<file path="config.mk">
export PLATFORM = sky130hd
export DESIGN_NAME = card_uid_whitelist_table
export DESIGN_NICKNAME = d
export VERILOG_FILES = /design/src/rtl/cuwt_pkg.sv /design/src/rtl/cuwt_cell.sv /design/src/rtl/card_uid_whitelist_table.sv
export SDC_FILE = /design/constraint.sdc
export NUM_CORES = 2
export LEC_CHECK = 0
export ABC_AREA = 0
export BUFFER_PORTS_ARGS = -buffer_cell sky130_fd_sc_hd__clkbuf_2
export CORE_MARGIN = 3
export CORE_UTILIZATION = 56
export DETAILED_ROUTE_END_ITERATION = 6
export GPL_TIMING_DRIVEN = 0
export PLACE_DENSITY = 0.72
export SYNTH_ARGS = -nofsm -noshare
export SYNTH_HDL_FRONTEND = slang
export SYNTH_SLANG_ARGS = --single-unit
</file>
<file path="constraint.sdc">
create_clock -name clk -period 30 [get_ports clk]
set_clock_uncertainty 0.05 [all_clocks]
set_input_delay 6 -clock clk [delete_from_list [all_inputs] [get_ports clk]]
set_output_delay 6 -clock clk [all_outputs]
set_load 0.005 [all_outputs]
</file>
<file path="src/rtl/cuwt_pkg.sv">
// Shared types and constants for the card identifier whitelist table.
package cuwt_pkg;

  localparam int LEN_W = 4;
  localparam int OUT_CNT_W = 5;

  localparam logic [1:0] CMD_VERIFY = 2'd0;
  localparam logic [1:0] CMD_ADD    = 2'd1;
  localparam logic [1:0] CMD_DELETE = 2'd2;

  typedef struct packed {
    logic [1:0]  command;
    logic        tag_is_type4a;
    logic [3:0]  uid_size;
    logic [63:0] uid_low;
    logic [15:0] uid_high;
  } req_t;

  typedef struct packed {
    logic                 success;
    logic [OUT_CNT_W-1:0] entry_count;
  } rsp_t;

  // search token walking the cell chain
  typedef struct packed {
    logic valid;
    logic found;
  } tok_t;

  // table update strobes, valid for one cycle
  typedef struct packed {
    logic add_en;
    logic del_en;
  } ctl_t;

endpackage

</file>
<file path="src/rtl/cuwt_cell.sv">
// One table entry: stored identifier, match check and shift-down path.
module cuwt_cell
  import cuwt_pkg::*;
#(
  parameter int IDX   = 0,
  parameter int KEY_W = 80,
  parameter int CNT_W = 5
) (
  input  logic             clk,
  input  logic             rst,
  input  logic [CNT_W-1:0] count,
  input  logic [KEY_W-1:0] key,
  input  logic [LEN_W-1:0] key_len,
  input  ctl_t             ctl,
  input  tok_t             tok_in,
  output tok_t             tok_out,
  input  logic [KEY_W-1:0] up_uid,
  input  logic [LEN_W-1:0] up_len,
  output logic [KEY_W-1:0] uid,
  output logic [LEN_W-1:0] len
);

  logic occupied;
  logic keep_next;
  logic match;
  logic at_or_after_hit;

  assign occupied  = CNT_W'(IDX) < count;
  assign keep_next = CNT_W'(IDX + 1) < count;
  // bytes past the length are held at zero, so a full compare suffices
  assign match     = occupied && (len == key_len) && (uid == key);

  always_ff @(posedge clk) begin
    if (rst) begin
      tok_out         <= '0;
      at_or_after_hit <= 1'b0;
    end else begin
      tok_out.valid <= tok_in.valid;
      tok_out.found <= tok_in.found | match;
      if (tok_in.valid) begin
        at_or_after_hit <= tok_in.found | match;
      end
    end
  end

  always_ff @(posedge clk) begin
    if (ctl.add_en && (CNT_W'(IDX) == count)) begin
      uid <= key;
      len <= key_len;
    end else if (ctl.del_en && at_or_after_hit && keep_next) begin
      uid <= up_uid;
      len <= up_len;
    end
  end

endmodule

</file>
<file path="src/rtl/card_uid_whitelist_table.sv">
// Top level of the card identifier whitelist table: controller and cell chain.
//
// Requests enter on req (req_valid / req_stall), one card read and a command
// each: verify, add or delete. Every request yields exactly one response on
// rsp (rsp_valid / rsp_stall) carrying a success flag and the entry count.
// The table is a row of TABLE_DEPTH cells, one entry each. A search token
// walks the row one cell per cycle; the update (append or shift-down of all
// later entries) follows the search. A new request is taken only after the
// previous one has been applied; req_stall is high while a request is in
// the search or update phase.
// The response sits in an output register, so the next request is accepted
// while a response still waits; if rsp_stall holds the register full when
// the next update is ready, that update waits until the register is taken.
// Reset empties the table (count zero) and clears all pending work; stored
// identifiers are not cleared and are never read past the count.
module card_uid_whitelist_table
  import cuwt_pkg::*;
#(
  parameter int TABLE_DEPTH = 16,
  parameter int UID_BYTES   = 10
) (
  input  logic clk,
  input  logic rst,
  input  logic req_valid,
  output logic req_stall,
  input  req_t req,
  output logic rsp_valid,
  input  logic rsp_stall,
  output rsp_t rsp
);

  localparam int KEY_W = UID_BYTES * 8;
  localparam int CNT_W = $clog2(TABLE_DEPTH + 1);

  typedef enum logic [1:0] {S_IDLE, S_SEARCH, S_APPLY} state_t;

  state_t           state;
  logic [1:0]       cmd;
  logic             type4a;
  logic [KEY_W-1:0] key;
  logic [LEN_W-1:0] key_len;
  logic [CNT_W-1:0] count;
  logic             head_valid;
  logic             found;

  logic [79:0]      raw_uid;
  logic [LEN_W-1:0] len_next;
  logic [KEY_W-1:0] key_next;
  logic             accept;
  logic             apply_go;
  logic             ok;
  logic [CNT_W-1:0] count_next;
  ctl_t             ctl;

  tok_t             tok [0:TABLE_DEPTH];
  logic [KEY_W-1:0] uid_q [0:TABLE_DEPTH-1];
  logic [LEN_W-1:0] len_q [0:TABLE_DEPTH-1];

  assign req_stall = (state != S_IDLE);
  assign accept    = req_valid && !req_stall;
  assign raw_uid   = {req.uid_high, req.uid_low};
  assign len_next  = (req.uid_size > LEN_W'(UID_BYTES)) ? LEN_W'(UID_BYTES) : req.uid_size;

  always_comb begin
    for (int b = 0; b < UID_BYTES; b++) begin
      key_next[8*b +: 8] = (LEN_W'(b) < len_next) ? raw_uid[8*b +: 8] : 8'd0;
    end
  end

  assign apply_go = (state == S_APPLY) && (!rsp_valid || !rsp_stall);

  always_comb begin
    ok         = 1'b0;
    ctl        = '0;
    count_next = count;
    unique case (cmd)
      CMD_VERIFY: ok = type4a && found;
      CMD_ADD: begin
        ok         = (count < CNT_W'(TABLE_DEPTH)) && type4a && !found;
        ctl.add_en = apply_go && ok;
        if (ok) count_next = count + CNT_W'(1);
      end
      CMD_DELETE: begin
        ok         = type4a && found;
        ctl.del_en = apply_go && ok;
        if (ok) count_next = count - CNT_W'(1);
      end
      default: ok = 1'b0;
    endcase
  end

  assign tok[0] = '{valid: head_valid, found: 1'b0};

  always_ff @(posedge clk) begin
    if (rst) begin
      state      <= S_IDLE;
      count      <= '0;
      head_valid <= 1'b0;
      rsp_valid  <= 1'b0;
    end else begin
      head_valid <= accept;
      rsp_valid  <= apply_go || (rsp_valid && rsp_stall);
      unique case (state)
        S_IDLE: begin
          if (accept) begin
            cmd        <= req.command;
            type4a     <= req.tag_is_type4a;
            key        <= key_next;
            key_len    <= len_next;
            state      <= S_SEARCH;
          end
        end
        S_SEARCH: begin
          if (tok[TABLE_DEPTH].valid) begin
            found <= tok[TABLE_DEPTH].found;
            state <= S_APPLY;
          end
        end
        S_APPLY: begin
          if (apply_go) begin
            count           <= count_next;
            rsp.success     <= ok;
            rsp.entry_count <= OUT_CNT_W'(count_next);
            state           <= S_IDLE;
          end
        end
        default: state <= S_IDLE;
      endcase
    end
  end

  for (genvar i = 0; i < TABLE_DEPTH; i++) begin : g_cell
    logic [KEY_W-1:0] up_uid;
    logic [LEN_W-1:0] up_len;
    if (i < TABLE_DEPTH - 1) begin : g_up
      assign up_uid = uid_q[i+1];
      assign up_len = len_q[i+1];
    end else begin : g_top
      assign up_uid = uid_q[i];
      assign up_len = len_q[i];
    end
    cuwt_cell #(
      .IDX   (i),
      .KEY_W (KEY_W),
      .CNT_W (CNT_W)
    ) u_cell (
      .clk     (clk),
      .rst     (rst),
      .count   (count),
      .key     (key),
      .key_len (key_len),
      .ctl     (ctl),
      .tok_in  (tok[i]),
      .tok_out (tok[i+1]),
      .up_uid  (up_uid),
      .up_len  (up_len),
      .uid     (uid_q[i]),
      .len     (len_q[i])
    );
  end

endmodule

</file>
# Word level (Yosys, flattened, before mapping)

Index checks and enable logic that the tools add are counted.

Shift-type cells: 0
Divide/modulo/power cells: 0
Bitwise operators: 16
$mul: 0
Reduce and logical (&&, ||, !) cells: 117
Magnitude comparators: 28
Mux-type cells: 71
Equality and inequality tests: 54
Add/subtract/negate cells: 2

Operators with widths:

| cell                                                                | count |
|---|---|
| 80-bit two-way mux                                                  | 30 |
| 80-bit == test                                                      | 16 |
| 4-bit two-way mux                                                   | 31 |
| 1-bit logical AND                                                   | 86 |
| 4-bit == test                                                       | 16 |
| 4-bit by 5-bit == test with 1-bit output, first input constant      | 8 |
| 4-bit by 5-bit < comparator with 1-bit output, first input constant | 8 |
| 2-bit nonzero test                                                  | 16 |
| 3-bit by 5-bit == test with 1-bit output, first input constant      | 4 |
| 3-bit by 5-bit < comparator with 1-bit output, first input constant | 4 |
| 3-bit by 4-bit < comparator with 1-bit output, first input constant | 4 |
| 1-bit bitwise OR                                                    | 15 |
| 3-bit AND reduction                                                 | 4 |
| 2-bit by 5-bit == test with 1-bit output, first input constant      | 2 |
| 1-bit by 5-bit < comparator with 1-bit output, first input constant | 2 |
| 2-bit by 5-bit < comparator with 1-bit output, first input constant | 2 |
| 5-bit two-way mux                                                   | 2 |
| 5-bit one-hot mux with 2 select lines                               | 1 |
| 1-bit by 4-bit < comparator with 1-bit output, first input constant | 2 |
| 2-bit by 4-bit < comparator with 1-bit output, first input constant | 2 |
| 4-bit < comparator, first input constant                            | 2 |
| 2-bit two-way mux                                                   | 3 |
| 2-bit one-hot mux with 3 select lines                               | 1 |
| 5-bit by 1-bit adder with 5-bit output, second input constant       | 1 |
| 17 further kinds                                                    | 26 |

ROM bits: 0
Memory bits (writable): 0
Bits in latches: 0
Input bits: 91
Output and inout port bits: 8
Logic and storage cells: 387
Memories: 0
Register bits: 1494

# Logic depth before layout (Yosys ltp)

Depth in word-level cells: 9
Depth in mapped cells: 10
Depth with buffers taken out: 8

# Modules after synthesis

From an unflattened synthesis, not the netlist that was laid out.

Cell total of the unflattened synthesis: 5360
Area total of the unflattened synthesis: 78148.7 um2

By module, submodules not included:

| module                         | cells each | sequential area each (um2) | area an instance (um2) | times used |
|---|---|---|---|---|
| cuwt_cell at g_cell[15].u_cell | 341        | 2582.5                     | 4745.8                 | 1 |
| cuwt_cell at g_cell[12].u_cell | 348        | 2582.5                     | 4709.5                 | 1 |
| cuwt_cell at g_cell[8].u_cell  | 329        | 2582.5                     | 4708.3                 | 1 |
| cuwt_cell at g_cell[10].u_cell | 335        | 2582.5                     | 4658.2                 | 1 |
| cuwt_cell at g_cell[9].u_cell  | 319        | 2582.5                     | 4639.4                 | 1 |
| cuwt_cell at g_cell[1].u_cell  | 303        | 2582.5                     | 4638.2                 | 1 |
| cuwt_cell at g_cell[7].u_cell  | 345        | 2582.5                     | 4634.4                 | 1 |
| cuwt_cell at g_cell[3].u_cell  | 307        | 2582.5                     | 4600.7                 | 1 |
| cuwt_cell at g_cell[5].u_cell  | 302        | 2582.5                     | 4590.7                 | 1 |
| cuwt_cell at g_cell[13].u_cell | 323        | 2582.5                     | 4585.6                 | 1 |
| cuwt_cell at g_cell[4].u_cell  | 303        | 2582.5                     | 4585.6                 | 1 |
| cuwt_cell at g_cell[11].u_cell | 303        | 2582.5                     | 4584.4                 | 1 |
| cuwt_cell at g_cell[2].u_cell  | 303        | 2582.5                     | 4583.1                 | 1 |
| cuwt_cell at g_cell[0].u_cell  | 302        | 2582.5                     | 4575.6                 | 1 |
| +3 rows                        | -          | -                          | -                      | - |

# Least setup slack after synthesis

No wires, ideal clock.

Path type: input port to flip-flop
Start: input port rst
End: register cmd[0] (enable)
Path slack: 13.856 ns
Required time: 29.173 ns
Buffers on the path: 2
Arrival time: 15.318 ns
Stages: 3
Setup time: 0.777 ns
Path through: clkbuf_1 -> clkbuf_1 -> nor4b_1

Cells in the longest elaborated chain, start to end: 2

Ends and longest elaborated chain:

| item                                 | line                            | source |
|---|---|---|
| start: declaration                   | card_uid_whitelist_table.sv:23  | `input logic rst,` |
| 1-bit NOT (no source line)           | -                               |  |
| 3-bit AND reduction (no source line) | -                               |  |
| end signal: assignment               | card_uid_whitelist_table.sv:106 | `cmd <= req.command;` |
| end: declaration                     | card_uid_whitelist_table.sv:38  | `logic [1:0] cmd;` |

No other way between the ends.
A chain may end at the register's enable or synchronous reset.

# Worst setup path in the final report

Start: input port rsp_stall
End: register g_cell[4].u_cell.uid[6] (data pin)

Cells in the longest elaborated chain, start to end: 7

Ends and longest elaborated chain:

| item                   | line                           | source |
|---|---|---|
| start: declaration     | card_uid_whitelist_table.sv:28 | `input logic rsp_stall,` |
| 1-bit zero test        | card_uid_whitelist_table.sv:70 | `assign apply_go = (state == S_APPLY) && (!rsp_valid \|\| !rsp_stall);` |
| 1-bit logical OR       | card_uid_whitelist_table.sv:70 |  |
| 1-bit logical AND      | card_uid_whitelist_table.sv:70 |  |
| 1-bit logical AND      | card_uid_whitelist_table.sv:80 | `ctl.add_en = apply_go && ok;` |
| 1-bit two-way mux      | card_uid_whitelist_table.sv:76 | `unique case (cmd)` |
| 1-bit logical AND      | cuwt_cell.sv:47                | `if (ctl.add_en && (CNT_W'(IDX) == count)) begin` |
| 80-bit two-way mux     | cuwt_cell.sv:47                |  |
| end signal: assignment | cuwt_cell.sv:48                | `uid <= key;` |
| end signal: assignment | cuwt_cell.sv:51                | `uid <= up_uid;` |
| end: declaration       | cuwt_cell.sv:19                | `output logic [KEY_W-1:0] uid,` |

No other way between the ends.

==> flow_summary_export.csv <==
group,metric,value,unit
outcome,outcome,"finished, violations left",
outcome,violations,"max-capacitance violations, max-slew violations",
grt,antenna_found_initial,45,
sta,fin_ws,20.69,ns
synthesis,synth.avg_cell_area,13.58,sq um
synthesis,yosysTopAreaCellShare,56.08,%
power_and_ir_drop,peakVddDrop,50.34,uV
critical_path,worstPathArrival,9.77,ns
synthesis,synth_common_cells,"edfxtp_1 (1,438), mux2_2 (1,010), xor2_1 (799), xnor2_1 (461), clkbuf_1 (328)",
routing,drt_wl_total,404.0,mm
routing,ant_nets,0,
synthesis,synth_most_common_cell,"edfxtp_1",
critical_path,required,30.46,ns
clocking,cts_hold_buf,0,
clocking,cts_setup_buffers,0,
routing,routed_via_density,7.267,
clocking,cts_tree,"yes",
clocking,cts-root-buf,"clkbuf_16",
layout,fillCellCount,10350,
die,dieWidth,376.8,um
layout,syn2layout_area_growth,11.72,%
clocking,clk_pin_slew,0.06,ns
routing,dr.pass1.iters,7,
sta,relSlewSlack,-14.54,%
die,core_area,136000,sq um
synthesis,yosys_warnings,0,
clocking,cts_resized,0,
die,dieArea,142000,sq um
placed_design,gp_congestion,1.278,
synthesis,netlist_area,77000,sq um
sta,maxSlewViolCount,55,
sta,hold_violations,0,
synthesis,yosysSeqAreaShare,57.54,%
synthesis,synth.area.top_cells,"edfxtp_1 (56%), mux2_2 (15%), xor2_1 (9.1%)",
routing,drc_errors,0,
sta,final.period_utilization,31.04,%
critical_path,rr_worst_depth,8,
clocking,clockBufferDepth,3,
grt,grt_max_degree,76,
die,start_util,56.63,%
layout,final_util,63.26,%
synthesis,ys.flop_type,"edfxtp_1",
critical_path,cp_max_fo,10,
clocking,cts_max_level,4,
sta,worst_pin_slew,1.712,ns
die,io_pins,99,
clocking,clock_latency,0.84,ns
die,rows,135,
placed_design,postPlaceCellArea,80550,sq um
clocking,cts_buffers,161,
sta,tns,0,ns
grt,grt.overflow.total,0,
routing,drt-initial-drc-count,12531,
power_and_ir_drop,p_leak,29.16,nW
worst_hold_path,worstHoldPathCells,0,
placed_design,dpl.hpwl,327.9,mm
grt,grt.total_usage,56.90,%
sta,timing.fmax,107.4,MHz
routing,post_drt_wl_per_cell,50.97,um
clocking,cts_sinks,1494,
synthesis,netlist_instances,5671,
critical_path,critPathCaptureType,"flip-flop",
layout,stdcell_area,86020,sq um
critical_path,crit_type,"input pin to flip-flop",
critical_path,worst_setup_path_start_kind,"input pin",
synthesis,async_reset_ff_share,0,%
routing,vias,57600,
layout,drive_above_1_share,25.40,%
sta,rsz0062_at_grt,"false",
flow_run,maxCapViolations,17,
sta,setup_violations,0,
synthesis,ys_types,64,
placed_design,portBuffers,95,
synthesis,yosys.area.top_type,"edfxtp_1",
synthesis,syn_nets,5771,
synthesis,ys_ff_latch,1494,
synthesis,synth_edf_count,1438,
worst_hold_path,hp-class,"flip-flop to flip-flop",
placed_design,dp_slack,20.14,ns
sta,period_needed,9.311,ns
power_and_ir_drop,powerDensity,52.52,nW/um^2
grt,grt_pass1_wl,514.3,mm
layout,nNetsFinal,6090,
sta,fin_hold_ws,0.3534,ns
grt,first_global_vias,51624,
die,die_y,376.8,um
==> routing by layer <==
metal	wire (um)	track usage, %	share of wire (%)	up-vias
met2	154100	73.18	38	6475
li1	-	-	-	21413
met4	52280	55.59	13	14
met1	132500	67.17	33	28250
met3	64840	28.31	16	1448
met5	277	2.093	0.069	-
==> registers in the layout (all words and copies together) (netlist names) <==
signal                         count
type4a                             1
cmd                                2
g_cell.u_cell.at_or_after_hit     15
g_cell.u_cell.len                 64
g_cell.u_cell.tok_out             32
found                              1
rsp_valid                          1
g_cell.u_cell.uid               1280
count                              5
key_len                            4
head_valid                         1
rsp                                6
state                              2
key                               80
==> critical path, cell delays in order <==
cell and delay (ns):
clkbuf_2 0.10, nand2_1 0.11, nand2b_1 0.18, nor2_4 0.22
nand4_1 1.22, clkbuf_1 0.70, clkbuf_1 0.41, o21ai_0 0.81
==> cell type report <==
class	count	area [sq um]	area share (%)
Antenna cell	31	77.57	0.09018
Inverter	99	371.6	0.4320
Buffer	482	2034	2.365
Clock buffer	206	4332	5.036
Timing Repair Buffer	156	1325	1.540
Sequential cell	1494	44300	51.50
Multi-Input combinational cell	3596	30650	35.63
Tap cell	1781	2228	2.591
Clock inverter	81	698.2	0.8117
==> report_power, final <==
| part | switching (mW) | internal [mW] | leakage, nW |
|---|---|---|---|
| Clock | 0.904 | 1.08 | 2.47 |
| Combinational | 0.217 | 0.0542 | 13.3 |
| Sequential | 0.00526 | 2.26 | 13.4 |
| Total | 1.13 | 3.39 | 29.2 |
==> logic make-up (layout without fill, tap and decap cells) <==
kind of cell	Yosys count	in the layout	share of synthesized area [%]
compound gates	348	348	2.689
xor+xnor	1260	1260	14.33
fa+ha+maj	9	9	0.1463
buf+inv	581	1024	3.118
flops	1494	1494	57.54
mux	1076	1076	15.81
other cells	0	31	0
simple gates	903	903	6.364
==> layout by cell type, fill, tap and decap left out, drive strengths merged, types with 5 or more instances in the layout <==
cell type,n
a2111oi,5
a21oi,22
a221oi,5
a22o,17
and2,27
buf,213
bufinv,6
clkbuf,631
clkinv,73
dfxtp,56
diode,31
edfxtp,1438
ha,9
inv,100
mux2,1059
mux2i,17
nand2,265
nand2b,22
nand3,31
nand4,179
nor2,26
nor2b,68
nor3,29
nor4,239
o2111ai,8
o21ai,209
o22ai,39
o2bb2ai,15
xnor2,461
xor2,799
==> through the flow <==
step	total power, mW	cells
floorplan	2.410	5671
global placement	2.549	7547
detailed placement	2.550	7595
CTS	4.451	7882
global route	4.549	7898
finish	4.518	7926
==> worst paths after layout <==
path / start / endpoint / slack [ns]
min: g_cell[15].u_cell.tok_out[0] / found / 0.35
min reg2reg: g_cell[15].u_cell.tok_out[0] / found / 0.35
max reg2reg: key[56] / g_cell[5].u_cell.tok_out[0] / 23.45
max: rsp_stall / g_cell[4].u_cell.uid[6] / 20.69
Note: power is estimated with default switching activity, not from simulation.
